<file path="config.mk">
export PLATFORM = sky130hd
export DESIGN_NAME = pulse_candidate_finder
export DESIGN_NICKNAME = d
export VERILOG_FILES = /design/src/hw/rtl/pcf_pkg.sv /design/src/hw/rtl/pcf_front.sv /design/src/hw/rtl/pcf_queue.sv /design/src/hw/rtl/pcf_back.sv /design/src/hw/rtl/pulse_candidate_finder.sv
export SDC_FILE = /design/constraint.sdc
export NUM_CORES = 1
export LEC_CHECK = 0
export ABC_AREA = 1
export ABC_CLOCK_PERIOD_IN_PS = 3850
export BUFFER_PORTS_ARGS = -buffer_cell sky130_fd_sc_hd__clkbuf_2
export CAP_MARGIN = 10
export CELL_PAD_IN_SITES_DETAIL_PLACEMENT = 2
export CELL_PAD_IN_SITES_GLOBAL_PLACEMENT = 2
export CORE_MARGIN = 1
export CORE_UTILIZATION = 33
export CTS_CLUSTER_SIZE = 28
export DETAILED_ROUTE_END_ITERATION = 12
export PLACE_DENSITY_LB_ADDON = 0.1
export SKIP_CTS_REPAIR_TIMING = 1
export SLEW_MARGIN = 20
export SYNTH_ARGS = -nofsm -noshare
export SYNTH_HDL_FRONTEND = slang
export SYNTH_SLANG_ARGS = --single-unit
</file>
<file path="constraint.sdc">
create_clock -name clk -period 3.85 [get_ports clk]
set_input_delay 0.1925 -clock clk [delete_from_list [all_inputs] [get_ports clk]]
set_output_delay 0.1925 -clock clk [all_outputs]
set_load 0.005 [all_outputs]
</file>
<file path="src/hw/rtl/pcf_pkg.sv">
package pcf_pkg;

  localparam int MAX_ISLAND_SAMPLES = 4096;
  localparam int SAMPLE_BITS        = 14;
  localparam int PRE_START_SAMPLES  = 2;

  localparam int POS_BITS    = $clog2(MAX_ISLAND_SAMPLES);
  localparam int IDX_BITS    = 12;
  localparam int HEIGHT_BITS = SAMPLE_BITS + 2;
  localparam int PED_BITS    = 14;
  localparam int NOISE_BITS  = 14;
  localparam int TRIG_BITS   = 16;
  // wide enough for a height step and for the signed trigger level
  localparam int CMP_BITS    = (HEIGHT_BITS + 1 > TRIG_BITS + 1) ? HEIGHT_BITS + 1 : TRIG_BITS + 1;

  localparam int QUEUE_DEPTH = 2;
  localparam int QPTR_BITS   = (QUEUE_DEPTH > 1) ? $clog2(QUEUE_DEPTH) : 1;
  localparam int QCNT_BITS   = $clog2(QUEUE_DEPTH + 1);

  localparam int CFG_INDEX_BITS = 3;
  localparam int CFG_DATA_BITS  = 16;

  typedef enum logic [CFG_INDEX_BITS-1:0] {
    CFG_MODE_LEVEL        = 3'd0,
    CFG_POLARITY_NEGATIVE = 3'd1,
    CFG_PEDESTAL          = 3'd2,
    CFG_NOISE_LEVEL       = 3'd3,
    CFG_TRIGGER_LEVEL     = 3'd4
  } cfg_index_t;

  typedef struct packed {
    logic                        mode_level;
    logic                        polarity_negative;
    logic [PED_BITS-1:0]         pedestal;
    logic [NOISE_BITS-1:0]       noise_level;
    logic signed [TRIG_BITS-1:0] trigger_level;
  } cfg_t;

  typedef struct packed {
    logic signed [HEIGHT_BITS-1:0] height;
    logic [POS_BITS-1:0]           pos;
    logic                          last;
  } item_t;

endpackage

</file>
<file path="src/hw/rtl/pcf_front.sv">
module pcf_front (
  input  logic                            clk,
  input  logic                            rst,
  input  logic                            in_valid,
  output logic                            in_ready,
  input  logic [pcf_pkg::SAMPLE_BITS-1:0] sample,
  input  logic                            last_of_island,
  input  pcf_pkg::cfg_t                   cfg,
  output logic                            q_valid,
  input  logic                            q_ready,
  output pcf_pkg::item_t                  q_item
);

  logic [pcf_pkg::POS_BITS-1:0] pos;
  logic [pcf_pkg::POS_BITS-1:0] pos_next;
  logic [pcf_pkg::SAMPLE_BITS-1:0] ped_s;
  logic signed [pcf_pkg::HEIGHT_BITS-1:0] s_ext;
  logic signed [pcf_pkg::HEIGHT_BITS-1:0] ped_ext;
  logic signed [pcf_pkg::HEIGHT_BITS-1:0] height;
  logic push;

  assign in_ready = q_ready;
  assign q_valid  = in_valid;
  assign push     = in_valid && q_ready;

  // pedestal is taken to the sample width
  assign ped_s   = pcf_pkg::SAMPLE_BITS'(cfg.pedestal);
  assign s_ext   = signed'({2'b00, sample});
  assign ped_ext = signed'({2'b00, ped_s});
  assign height  = cfg.polarity_negative ? (ped_ext - s_ext) : (s_ext - ped_ext);

  always_comb begin
    if (last_of_island) begin
      pos_next = '0;
    end else if (32'(pos) == pcf_pkg::MAX_ISLAND_SAMPLES - 1) begin
      pos_next = '0;
    end else begin
      pos_next = pos + pcf_pkg::POS_BITS'(1);
    end
  end

  always_ff @(posedge clk) begin
    if (rst) begin
      pos <= '0;
    end else if (push) begin
      pos <= pos_next;
    end
  end

  always_comb begin
    q_item.height = height;
    q_item.pos    = pos;
    q_item.last   = last_of_island;
  end

endmodule

</file>
<file path="src/hw/rtl/pcf_queue.sv">
module pcf_queue (
  input  logic           clk,
  input  logic           rst,
  input  logic           push_valid,
  output logic           push_ready,
  input  pcf_pkg::item_t push_item,
  output logic           pop_valid,
  input  logic           pop_ready,
  output pcf_pkg::item_t pop_item
);

  pcf_pkg::item_t entries [pcf_pkg::QUEUE_DEPTH];
  logic [pcf_pkg::QPTR_BITS-1:0] wr_ptr;
  logic [pcf_pkg::QPTR_BITS-1:0] rd_ptr;
  logic [pcf_pkg::QCNT_BITS-1:0] count;
  logic push;
  logic pop;

  assign push_ready = (32'(count) != pcf_pkg::QUEUE_DEPTH);
  assign pop_valid  = (count != '0);
  assign push       = push_valid && push_ready;
  assign pop        = pop_valid && pop_ready;
  assign pop_item   = entries[rd_ptr];

  function automatic logic [pcf_pkg::QPTR_BITS-1:0] ptr_inc(
    input logic [pcf_pkg::QPTR_BITS-1:0] p
  );
    if (32'(p) == pcf_pkg::QUEUE_DEPTH - 1) begin
      return '0;
    end
    return p + pcf_pkg::QPTR_BITS'(1);
  endfunction

  always_ff @(posedge clk) begin
    if (push) begin
      entries[wr_ptr] <= push_item;
    end
  end

  always_ff @(posedge clk) begin
    if (rst) begin
      wr_ptr <= '0;
      rd_ptr <= '0;
      count  <= '0;
    end else begin
      if (push) begin
        wr_ptr <= ptr_inc(wr_ptr);
      end
      if (pop) begin
        rd_ptr <= ptr_inc(rd_ptr);
      end
      if (push && !pop) begin
        count <= count + pcf_pkg::QCNT_BITS'(1);
      end else if (pop && !push) begin
        count <= count - pcf_pkg::QCNT_BITS'(1);
      end
    end
  end

endmodule

</file>
<file path="src/hw/rtl/pcf_back.sv">
module pcf_back (
  input  logic                         clk,
  input  logic                         rst,
  input  pcf_pkg::cfg_t                cfg,
  input  logic                         q_valid,
  output logic                         q_ready,
  input  pcf_pkg::item_t               q_item,
  output logic                         out_valid,
  input  logic                         out_ready,
  output logic [pcf_pkg::IDX_BITS-1:0] start_index,
  output logic [pcf_pkg::IDX_BITS-1:0] stop_index
);

  logic in_pulse;
  logic in_pulse_next;
  logic signed [pcf_pkg::HEIGHT_BITS-1:0] previous_height;
  logic [pcf_pkg::POS_BITS-1:0] pulse_start;
  logic [pcf_pkg::POS_BITS-1:0] pulse_start_next;
  logic [pcf_pkg::POS_BITS-1:0] baseline_position;
  logic [pcf_pkg::POS_BITS-1:0] baseline_position_next;
  logic baseline_seen;
  logic baseline_seen_next;

  logic pop;
  logic emit;
  logic pos_nz;
  logic evaluate;
  logic signed [pcf_pkg::CMP_BITS-1:0] h_c;
  logic signed [pcf_pkg::CMP_BITS-1:0] prev_c;
  logic signed [pcf_pkg::CMP_BITS-1:0] step;
  logic signed [pcf_pkg::CMP_BITS-1:0] trig_c;
  logic signed [pcf_pkg::CMP_BITS-1:0] noise_c;
  logic [pcf_pkg::POS_BITS-1:0] p_prev;
  logic [pcf_pkg::POS_BITS-1:0] rise_start;

  // output register frees up in the same cycle it is taken
  assign q_ready = !out_valid || out_ready;
  assign pop     = q_valid && q_ready;

  assign pos_nz   = (q_item.pos != '0);
  assign evaluate = cfg.mode_level || pos_nz;
  assign h_c      = pcf_pkg::CMP_BITS'(q_item.height);
  assign prev_c   = pcf_pkg::CMP_BITS'(previous_height);
  assign step     = h_c - prev_c;
  assign trig_c   = pcf_pkg::CMP_BITS'(cfg.trigger_level);
  assign noise_c  = signed'(pcf_pkg::CMP_BITS'(cfg.noise_level));

  // start sits a few samples before the previous one, clamped at zero
  assign p_prev     = q_item.pos - pcf_pkg::POS_BITS'(1);
  assign rise_start = (32'(p_prev) >= pcf_pkg::PRE_START_SAMPLES)
                    ? p_prev - pcf_pkg::POS_BITS'(pcf_pkg::PRE_START_SAMPLES) : '0;

  always_comb begin
    emit                   = 1'b0;
    in_pulse_next          = in_pulse;
    pulse_start_next       = pulse_start;
    baseline_position_next = baseline_position;
    baseline_seen_next     = baseline_seen;

    // trackback point includes the current sample
    if (pos_nz && (h_c[pcf_pkg::CMP_BITS-1] || (h_c == '0))) begin
      baseline_position_next = q_item.pos;
      baseline_seen_next     = 1'b1;
    end

    if (evaluate) begin
      if (in_pulse) begin
        if ((h_c < noise_c) || q_item.last) begin
          emit          = 1'b1;
          in_pulse_next = 1'b0;
        end
      end else if (!cfg.mode_level) begin
        if (step > trig_c) begin
          pulse_start_next = rise_start;
          in_pulse_next    = 1'b1;
        end
      end else begin
        if (h_c > trig_c) begin
          pulse_start_next = baseline_seen_next ? baseline_position_next : '0;
          in_pulse_next    = 1'b1;
        end
      end
    end

    // a pulse opened on the island's last sample is dropped
    if (q_item.last) begin
      in_pulse_next      = 1'b0;
      baseline_seen_next = 1'b0;
    end
  end

  always_ff @(posedge clk) begin
    if (rst) begin
      in_pulse          <= 1'b0;
      previous_height   <= '0;
      pulse_start       <= '0;
      baseline_position <= '0;
      baseline_seen     <= 1'b0;
      out_valid         <= 1'b0;
    end else begin
      out_valid <= (pop && emit) || (out_valid && !out_ready);
      if (pop) begin
        in_pulse          <= in_pulse_next;
        previous_height   <= q_item.height;
        pulse_start       <= pulse_start_next;
        baseline_position <= baseline_position_next;
        baseline_seen     <= baseline_seen_next;
      end
    end
  end

  always_ff @(posedge clk) begin
    if (pop && emit) begin
      start_index <= pcf_pkg::IDX_BITS'(pulse_start);
      stop_index  <= pcf_pkg::IDX_BITS'(q_item.pos);
    end
  end

endmodule

</file>
<file path="src/hw/rtl/pulse_candidate_finder.sv">
// pulse candidate finder
// samples of one digitizer island come in on the in_valid/in_ready request
// channel, one per cycle while in_ready is high, with last_of_island set on
// the final sample. each closed pulse candidate leaves as one request on
// out_valid/out_ready carrying start_index and stop_index. the cfg channel
// writes mode, polarity, pedestal, noise and trigger levels by cfg_index;
// cfg_ready is always high and writes belong between islands while nothing
// is in flight. throughput: one sample per cycle while in_ready is high.
// the front computes the height and the sample index, a two-entry queue
// feeds the back, which tracks the pulse state and holds one result register.
// the front is combinational, so an accepted sample is written straight into
// the queue; the back pops it and registers the result in its output register.
// while the receiver stalls the result is held, the back stops, and the
// queue fills its two entries before in_ready drops.
// reset clears the configuration, the index counter and the pulse state,
// and empties the queue; the result fields are left as they are.
module pulse_candidate_finder (
  input  logic                                clk,
  input  logic                                rst,
  input  logic                                in_valid,
  output logic                                in_ready,
  input  logic [pcf_pkg::SAMPLE_BITS-1:0]     sample,
  input  logic                                last_of_island,
  output logic                                out_valid,
  input  logic                                out_ready,
  output logic [pcf_pkg::IDX_BITS-1:0]        start_index,
  output logic [pcf_pkg::IDX_BITS-1:0]        stop_index,
  input  logic                                cfg_valid,
  output logic                                cfg_ready,
  input  logic [pcf_pkg::CFG_INDEX_BITS-1:0]  cfg_index,
  input  logic [pcf_pkg::CFG_DATA_BITS-1:0]   cfg_data
);

  pcf_pkg::cfg_t  cfg;
  pcf_pkg::item_t fq_item;
  pcf_pkg::item_t qb_item;
  logic fq_valid;
  logic fq_ready;
  logic qb_valid;
  logic qb_ready;

  assign cfg_ready = 1'b1;

  always_ff @(posedge clk) begin
    if (rst) begin
      cfg <= '0;
    end else if (cfg_valid && cfg_ready) begin
      unique case (cfg_index)
        pcf_pkg::CFG_MODE_LEVEL:        cfg.mode_level        <= cfg_data[0];
        pcf_pkg::CFG_POLARITY_NEGATIVE: cfg.polarity_negative <= cfg_data[0];
        pcf_pkg::CFG_PEDESTAL:
          cfg.pedestal <= cfg_data[pcf_pkg::PED_BITS-1:0];
        pcf_pkg::CFG_NOISE_LEVEL:
          cfg.noise_level <= cfg_data[pcf_pkg::NOISE_BITS-1:0];
        pcf_pkg::CFG_TRIGGER_LEVEL:
          cfg.trigger_level <= signed'(cfg_data[pcf_pkg::TRIG_BITS-1:0]);
        default: ;
      endcase
    end
  end

  pcf_front u_front (
    .clk            (clk),
    .rst            (rst),
    .in_valid       (in_valid),
    .in_ready       (in_ready),
    .sample         (sample),
    .last_of_island (last_of_island),
    .cfg            (cfg),
    .q_valid        (fq_valid),
    .q_ready        (fq_ready),
    .q_item         (fq_item)
  );

  pcf_queue u_queue (
    .clk        (clk),
    .rst        (rst),
    .push_valid (fq_valid),
    .push_ready (fq_ready),
    .push_item  (fq_item),
    .pop_valid  (qb_valid),
    .pop_ready  (qb_ready),
    .pop_item   (qb_item)
  );

  pcf_back u_back (
    .clk         (clk),
    .rst         (rst),
    .cfg         (cfg),
    .q_valid     (qb_valid),
    .q_ready     (qb_ready),
    .q_item      (qb_item),
    .out_valid   (out_valid),
    .out_ready   (out_ready),
    .start_index (start_index),
    .stop_index  (stop_index)
  );

  // queue fills only when the back was held by a stalled result
  a_full_needs_stall: assert property (@(posedge clk) disable iff (rst)
    $fell(in_ready) |-> $past(out_valid && !out_ready))
    else $error("queue filled while result register was free");

  // queue fills only through an accepted sample
  a_full_needs_push: assert property (@(posedge clk) disable iff (rst)
    $fell(in_ready) |-> $past(in_valid))
    else $error("queue filled without an accepted sample");

  // back never pops into a held result
  a_back_holds: assert property (@(posedge clk) disable iff (rst)
    (out_valid && !out_ready) |-> !qb_ready)
    else $error("back took an item while result stalled");

endmodule

</file>
## Word-level counts from Yosys, hierarchy flattened

Memories as Yosys holds them, arrays and structs flattened. A register that Yosys moved wholly into a read port is not among the register bits.
Index checks and enable logic that the tools add are counted.

| word-level totals | value |
|---|---|
| RAM bits | 58 |
| logic and storage cells | 107 |
| output and inout bits | 27 |
| bits in registers | 129 |
| memories | 1 |
| input bits | 39 |

| operators by class | value |
|---|---|
| eq/ne operators | 7 |
| order comparisons | 4 |
| muxes and demuxes | 37 |
| add/subtract/negate cells | 10 |
| bitwise logic cells | 1 |
| reduce and logical (&&, ||, !) cells | 30 |

Memories:

| name | words | bits a word | rd ports | clocked after Yosys merged registers in | wr ports | RTL line | RTL |
|---|---|---|---|---|---|---|---|
| u_queue.entries | 2 | 29 | 1 | 1 | 1 | pcf_queue.sv:12 | `pcf_pkg::item_t entries [pcf_pkg::QUEUE_DEPTH];` |

Operator list:

| kind | count |
|---|---|
| $mux 12 | 8 |
| $sub 14x14->15 | 2 |
| $mux 1 | 26 |
| $gt 17x16->1 | 1 |
| $logic_not 17->1 | 1 |
| $sub 16x16->17 | 1 |
| $gt 16x16->1 | 1 |
| $lt 16x15->1 | 1 |
| $mux 16 | 1 |
| $add 12x1->12 const B | 1 |
| $eq 12x12->1 const B | 1 |
| $ge 12x2->1 const B | 1 |
| $reduce_and 2->1 | 6 |
| $reduce_bool 12->1 | 1 |
| $sub 12x1->12 const B | 1 |
| $sub 12x2->12 const B | 1 |
| $reduce_bool 2->1 | 4 |
| $logic_and 1x1->1 | 7 |
| $eq 3x2->1 const B | 2 |
| $logic_or 1x1->1 | 5 |
| $reduce_and 5->1 | 1 |
| $logic_not 1->1 | 4 |
| $mux 2 | 2 |
| $eq 3x1->1 const B | 1 |
| other kinds (8) | 9 |

## Depth between registers and ports, before layout

| logic depth | value |
|---|---|
| word-level depth | 8 |
| depth in mapped cells | 33 |
| depth with buffers taken out | 30 |

## Modules after synthesis

Synthesis repeated with hierarchy kept, for this count alone.

| second synthesis, totals | value |
|---|---|
| cells, all modules | 1595 |
| area total of the unflattened synthesis | 11942.7 µm² |

By module, submodules not included:

| module | sequential area each (µm²) | area an instance (µm²) | cells each | times used |
|---|---|---|---|---|
| pcf_back | 1581.5 | 5263.8 | 771 | 1 |
| pcf_front | 240.2 | 2372.3 | 418 | 1 |
| pcf_queue | 1841.8 | 2372.3 | 127 | 1 |
| pulse_candidate_finder | 920.9 | 1934.4 | 279 | 1 |

## Worst setup path after synthesis

OpenSTA, ideal clock, no wires.

| timing path | value |
|---|---|
| path type | register to register |
| from | register with a tool-made name |
| to | register u_back.pulse_start[5] (netlist bit) |
| path buffers | 3 |
| period minus slack after synthesis | 4.034 ns |
| path slack | -0.184 ns |
| cell stages (with the launch flop) | 33 |
| library setup time | 0.109 ns |
| required time | 3.741 ns |
| arrival | 3.925 ns |
| cells stage by stage | dfxtp_1 buf_6 buf_4 nand2_1 nand2_1 inv_1 ha_1 fa_1 o21ai_0 a21oi_1 o21ai_0 nand2_1 nand2_1 nand2_1 nand2_1 nand2_1 nand2_1 xor2_1 ha_1 nand2_1 inv_1 nand3_1 nor2_1 nand3b_1 nand3_1 nand2_1 nand3_1 nand3_2 buf_2 nor2_1 nand2_1 nand2_1 inv_1 |

RTL lines:

| item | RTL line | RTL |
|---|---|---|
| end signal: assignment | pcf_back.sv:105 | `pulse_start <= pulse_start_next;` |
| end: declaration | pcf_back.sv:17 | `logic [pcf_pkg::POS_BITS-1:0] pulse_start;` |

==> out/qor.txt <==
status -> complete, but fails checks
failing checks -> negative setup slack
total power -> 12200 uW
clk_lat worst skew -> 0.45 ns
core area -> 0.0334 mm2
total global-route track usage -> 21.3%
first-pass GRT wire length -> 55900 um
via count -> 9949
clk slew on worst S/H paths -> 0.07 ns
RSZ-0062 raised after global routing -> yes
final hold slack -> 0.0615 ns
Initial Util -> 33.5%
TritonCTS clock tree -> built
final setup fails -> 12
Mapped Area -> 0.0112 mm2
crit path capture type -> flip-flop
drt total wl -> 36700 um
Post-DRT Antenna Nets -> 0
VDD IR max -> 0.448 mV
largest net degree at the start of global routing -> 36
period utilization -> 102%
Worst setup SP type -> flip-flop
Synth area leader -> edfxtp_1
ys flop type -> dfxtp_1
TNS Setup -> -0.729 ns
Peak Freq -> 254 MHz
reg2reg setup slack -> -0.09 ns
minimum clock period -> 3.94 ns
final instance area -> 0.0135 mm2
highest-delay cell along the critical path -> fa_2
FFs w/ async S/R, synth -> 0%
CP endpoint -> u_back.pulse_start[5]
Slew HR -> 60.1%
fin nets -> 1698
Mapped Nets -> 1587
H-tree level count -> 4
kind of critical path -> flip-flop to flip-flop
Commonest cells post-synth -> nand2_1, inv_1, a21oi_1
DR iter-0 viols -> 333
Die Y -> 186 um
Setup WS post-layout -> -0.0909 ns
antenna violations before repair -> 0
post-synth cell types -> 47
Vias/cell -> 4.92
hold crit path type -> input pin to flip-flop
die area -> 0.0347 mm2
r2r endpoint -> u_back.pulse_start[5]
top cells by area, synth -> edfxtp_1, dfxtp_1, nand2_1
CTS sink cnt -> 185
FP Rows -> 67
Worst R2R Path Depth -> 32
Final Hold Violating Endpoints -> 0
Layout Skew -> 0.0128 ns
Mapped Cells -> 1449
Slew Viols, Final -> 0
worst-case clock buffer depth -> 2
root buf cell -> clkbuf_16
Seq/Total Area, Yosys -> 40.2%
Die Width -> 186 um
number of buffers added on ports -> 64
area grow syn2layout -> 20.5%
fill count -> 3858
Yosys warnings -> 0
share of cells above drive strength 1 -> 18.2%
most frequent CP cell -> nand2_1
num ports -> 66
post-DP HPWL -> 27700 um
Antenna diodes -> 0
placed inst area -> 0.0123 mm2
Worst path max stage delay -> 0.39 ns
MaxCap Viol Count -> 0
count leader, synth -> nand2_1
Synth Area per Inst -> 7.74 um2
Avg WL per Cell -> 18.2 um
worst slew pin tran -> 0.596 ns
required time worst endpoint -> 4.20 ns
critical path fanouts, max -> 6
number of synthesized flops with an enable pin -> 80
vias in the first global route -> 10446
PD cells -> 901 mW/mm2
drt drc -> 0
Worst EP arrival -> 4.29 ns
total CTS buffers -> 17
DP Worst Slack -> -0.386 ns
1st-pass router iterations -> 4
Leakage Power -> 0.00602 uW
top cell type's share of synthesized area -> 21.4%
#FFs+latches synth -> 185
GP Congestion -> 0.824
total grt overflow -> 0
worst min path at each step:
stage,cells after the start,start,endpoint
detailed placement,0,u_back.pulse_start[10],u_back.start_index[10]
global route,3,cfg_index[0],cfg[44]
floorplan,0,last_of_island,u_queue.entries[0][0]
CTS,1,last_of_island,u_queue.entries[1][0]
finish,3,cfg_data[5],cfg[21]
global placement,0,u_back.pulse_start[1],u_back.start_index[1]
registers in the layout, summed over array words and instances, names as in the netlist, named ones only:
name	flops
u_queue.entries	56
u_queue.wr_ptr	1
u_back.baseline_position	12
u_back.out_valid	1
cfg	46
u_queue.count	2
u_back.baseline_seen	1
u_queue.rd_ptr	1
u_back.pulse_start	12
u_back.in_pulse	1
u_back.start_index	12
u_back.stop_index	12
u_front.pos	12
u_back.previous_height	15
final cells by class:
cell class              instances  area [um2]  area share (%)
inverters                     233         877            6.49
flip-flops and latches        185        4510            33.4
repair buffers                137         935            6.92
well taps                     448         561            4.15
clock inverters                14         139            1.03
clock buffers                  18         439            3.25
multi-input cells             986        6050            44.8
layout by cell type (no fill, tap or decap), drive strengths merged, types with 24 or more instances in the layout:
cell / Yosys / layout
nand3: 75 / 75
dfxtp: 105 / 105
nor2: 107 / 107
edfxtp: 80 / 80
inv: 231 / 237
a21oi: 133 / 133
nand2: 350 / 350
o21ai: 102 / 102
clkbuf: 28 / 84
xor2: 24 / 24
ha: 96 / 96
buf: 17 / 70
per-layer routing:
layer  part of all wire (%)  wire, um  vias up  GRT usage [%]
li1                       -         -     4949              -
met1                     48     17500     4871           28.4
met2                     49     17800       97           35.7
met3                    2.2       816       32           3.27
met4                    1.5       540        0           5.51
met5                      0         0        -              0
report_power, final:
part	switching, uW	total [uW]	internal [uW]
clock network	844	1770	926
logic	4640	7800	3160
registers	150	2610	2460
total	5630	12200	6550
metrics by stage:
step,utilization (%),instances
floorplan,-,1449
global placement,36.9,1976
detailed placement,36.9,1976
CTS,38.6,2008
global route,40.4,2021
finish,40.4,2021
critical path, delay by kind of cell, from the launching register on:
| family | cells | cell delay [ns] |
|---|---|---|
| compound gates | 3 | 0.44 |
| buf+inv | 6 | 0.55 |
| fa+ha+maj | 3 | 0.87 |
| flops | 1 | 0.37 |
| simple gates | 19 | 1.53 |
| xor+xnor | 1 | 0.07 |
logic make-up (layout without fill, tap and decap cells):
family,count (synthesis),after routing,share of synthesized area (%)
and+or+nand+nor,568,568,21.9
AOI/OAI and AO/OA,280,280,13.6
buffers and inverters,278,402,9.96
DFF,185,185,40.2
adders and majority gates,99,99,11.3
xor gates and xnor gates,34,34,2.72
muxes,4,4,0.357
other,1,1,0.0335
(Power assumes the default switching activity.)
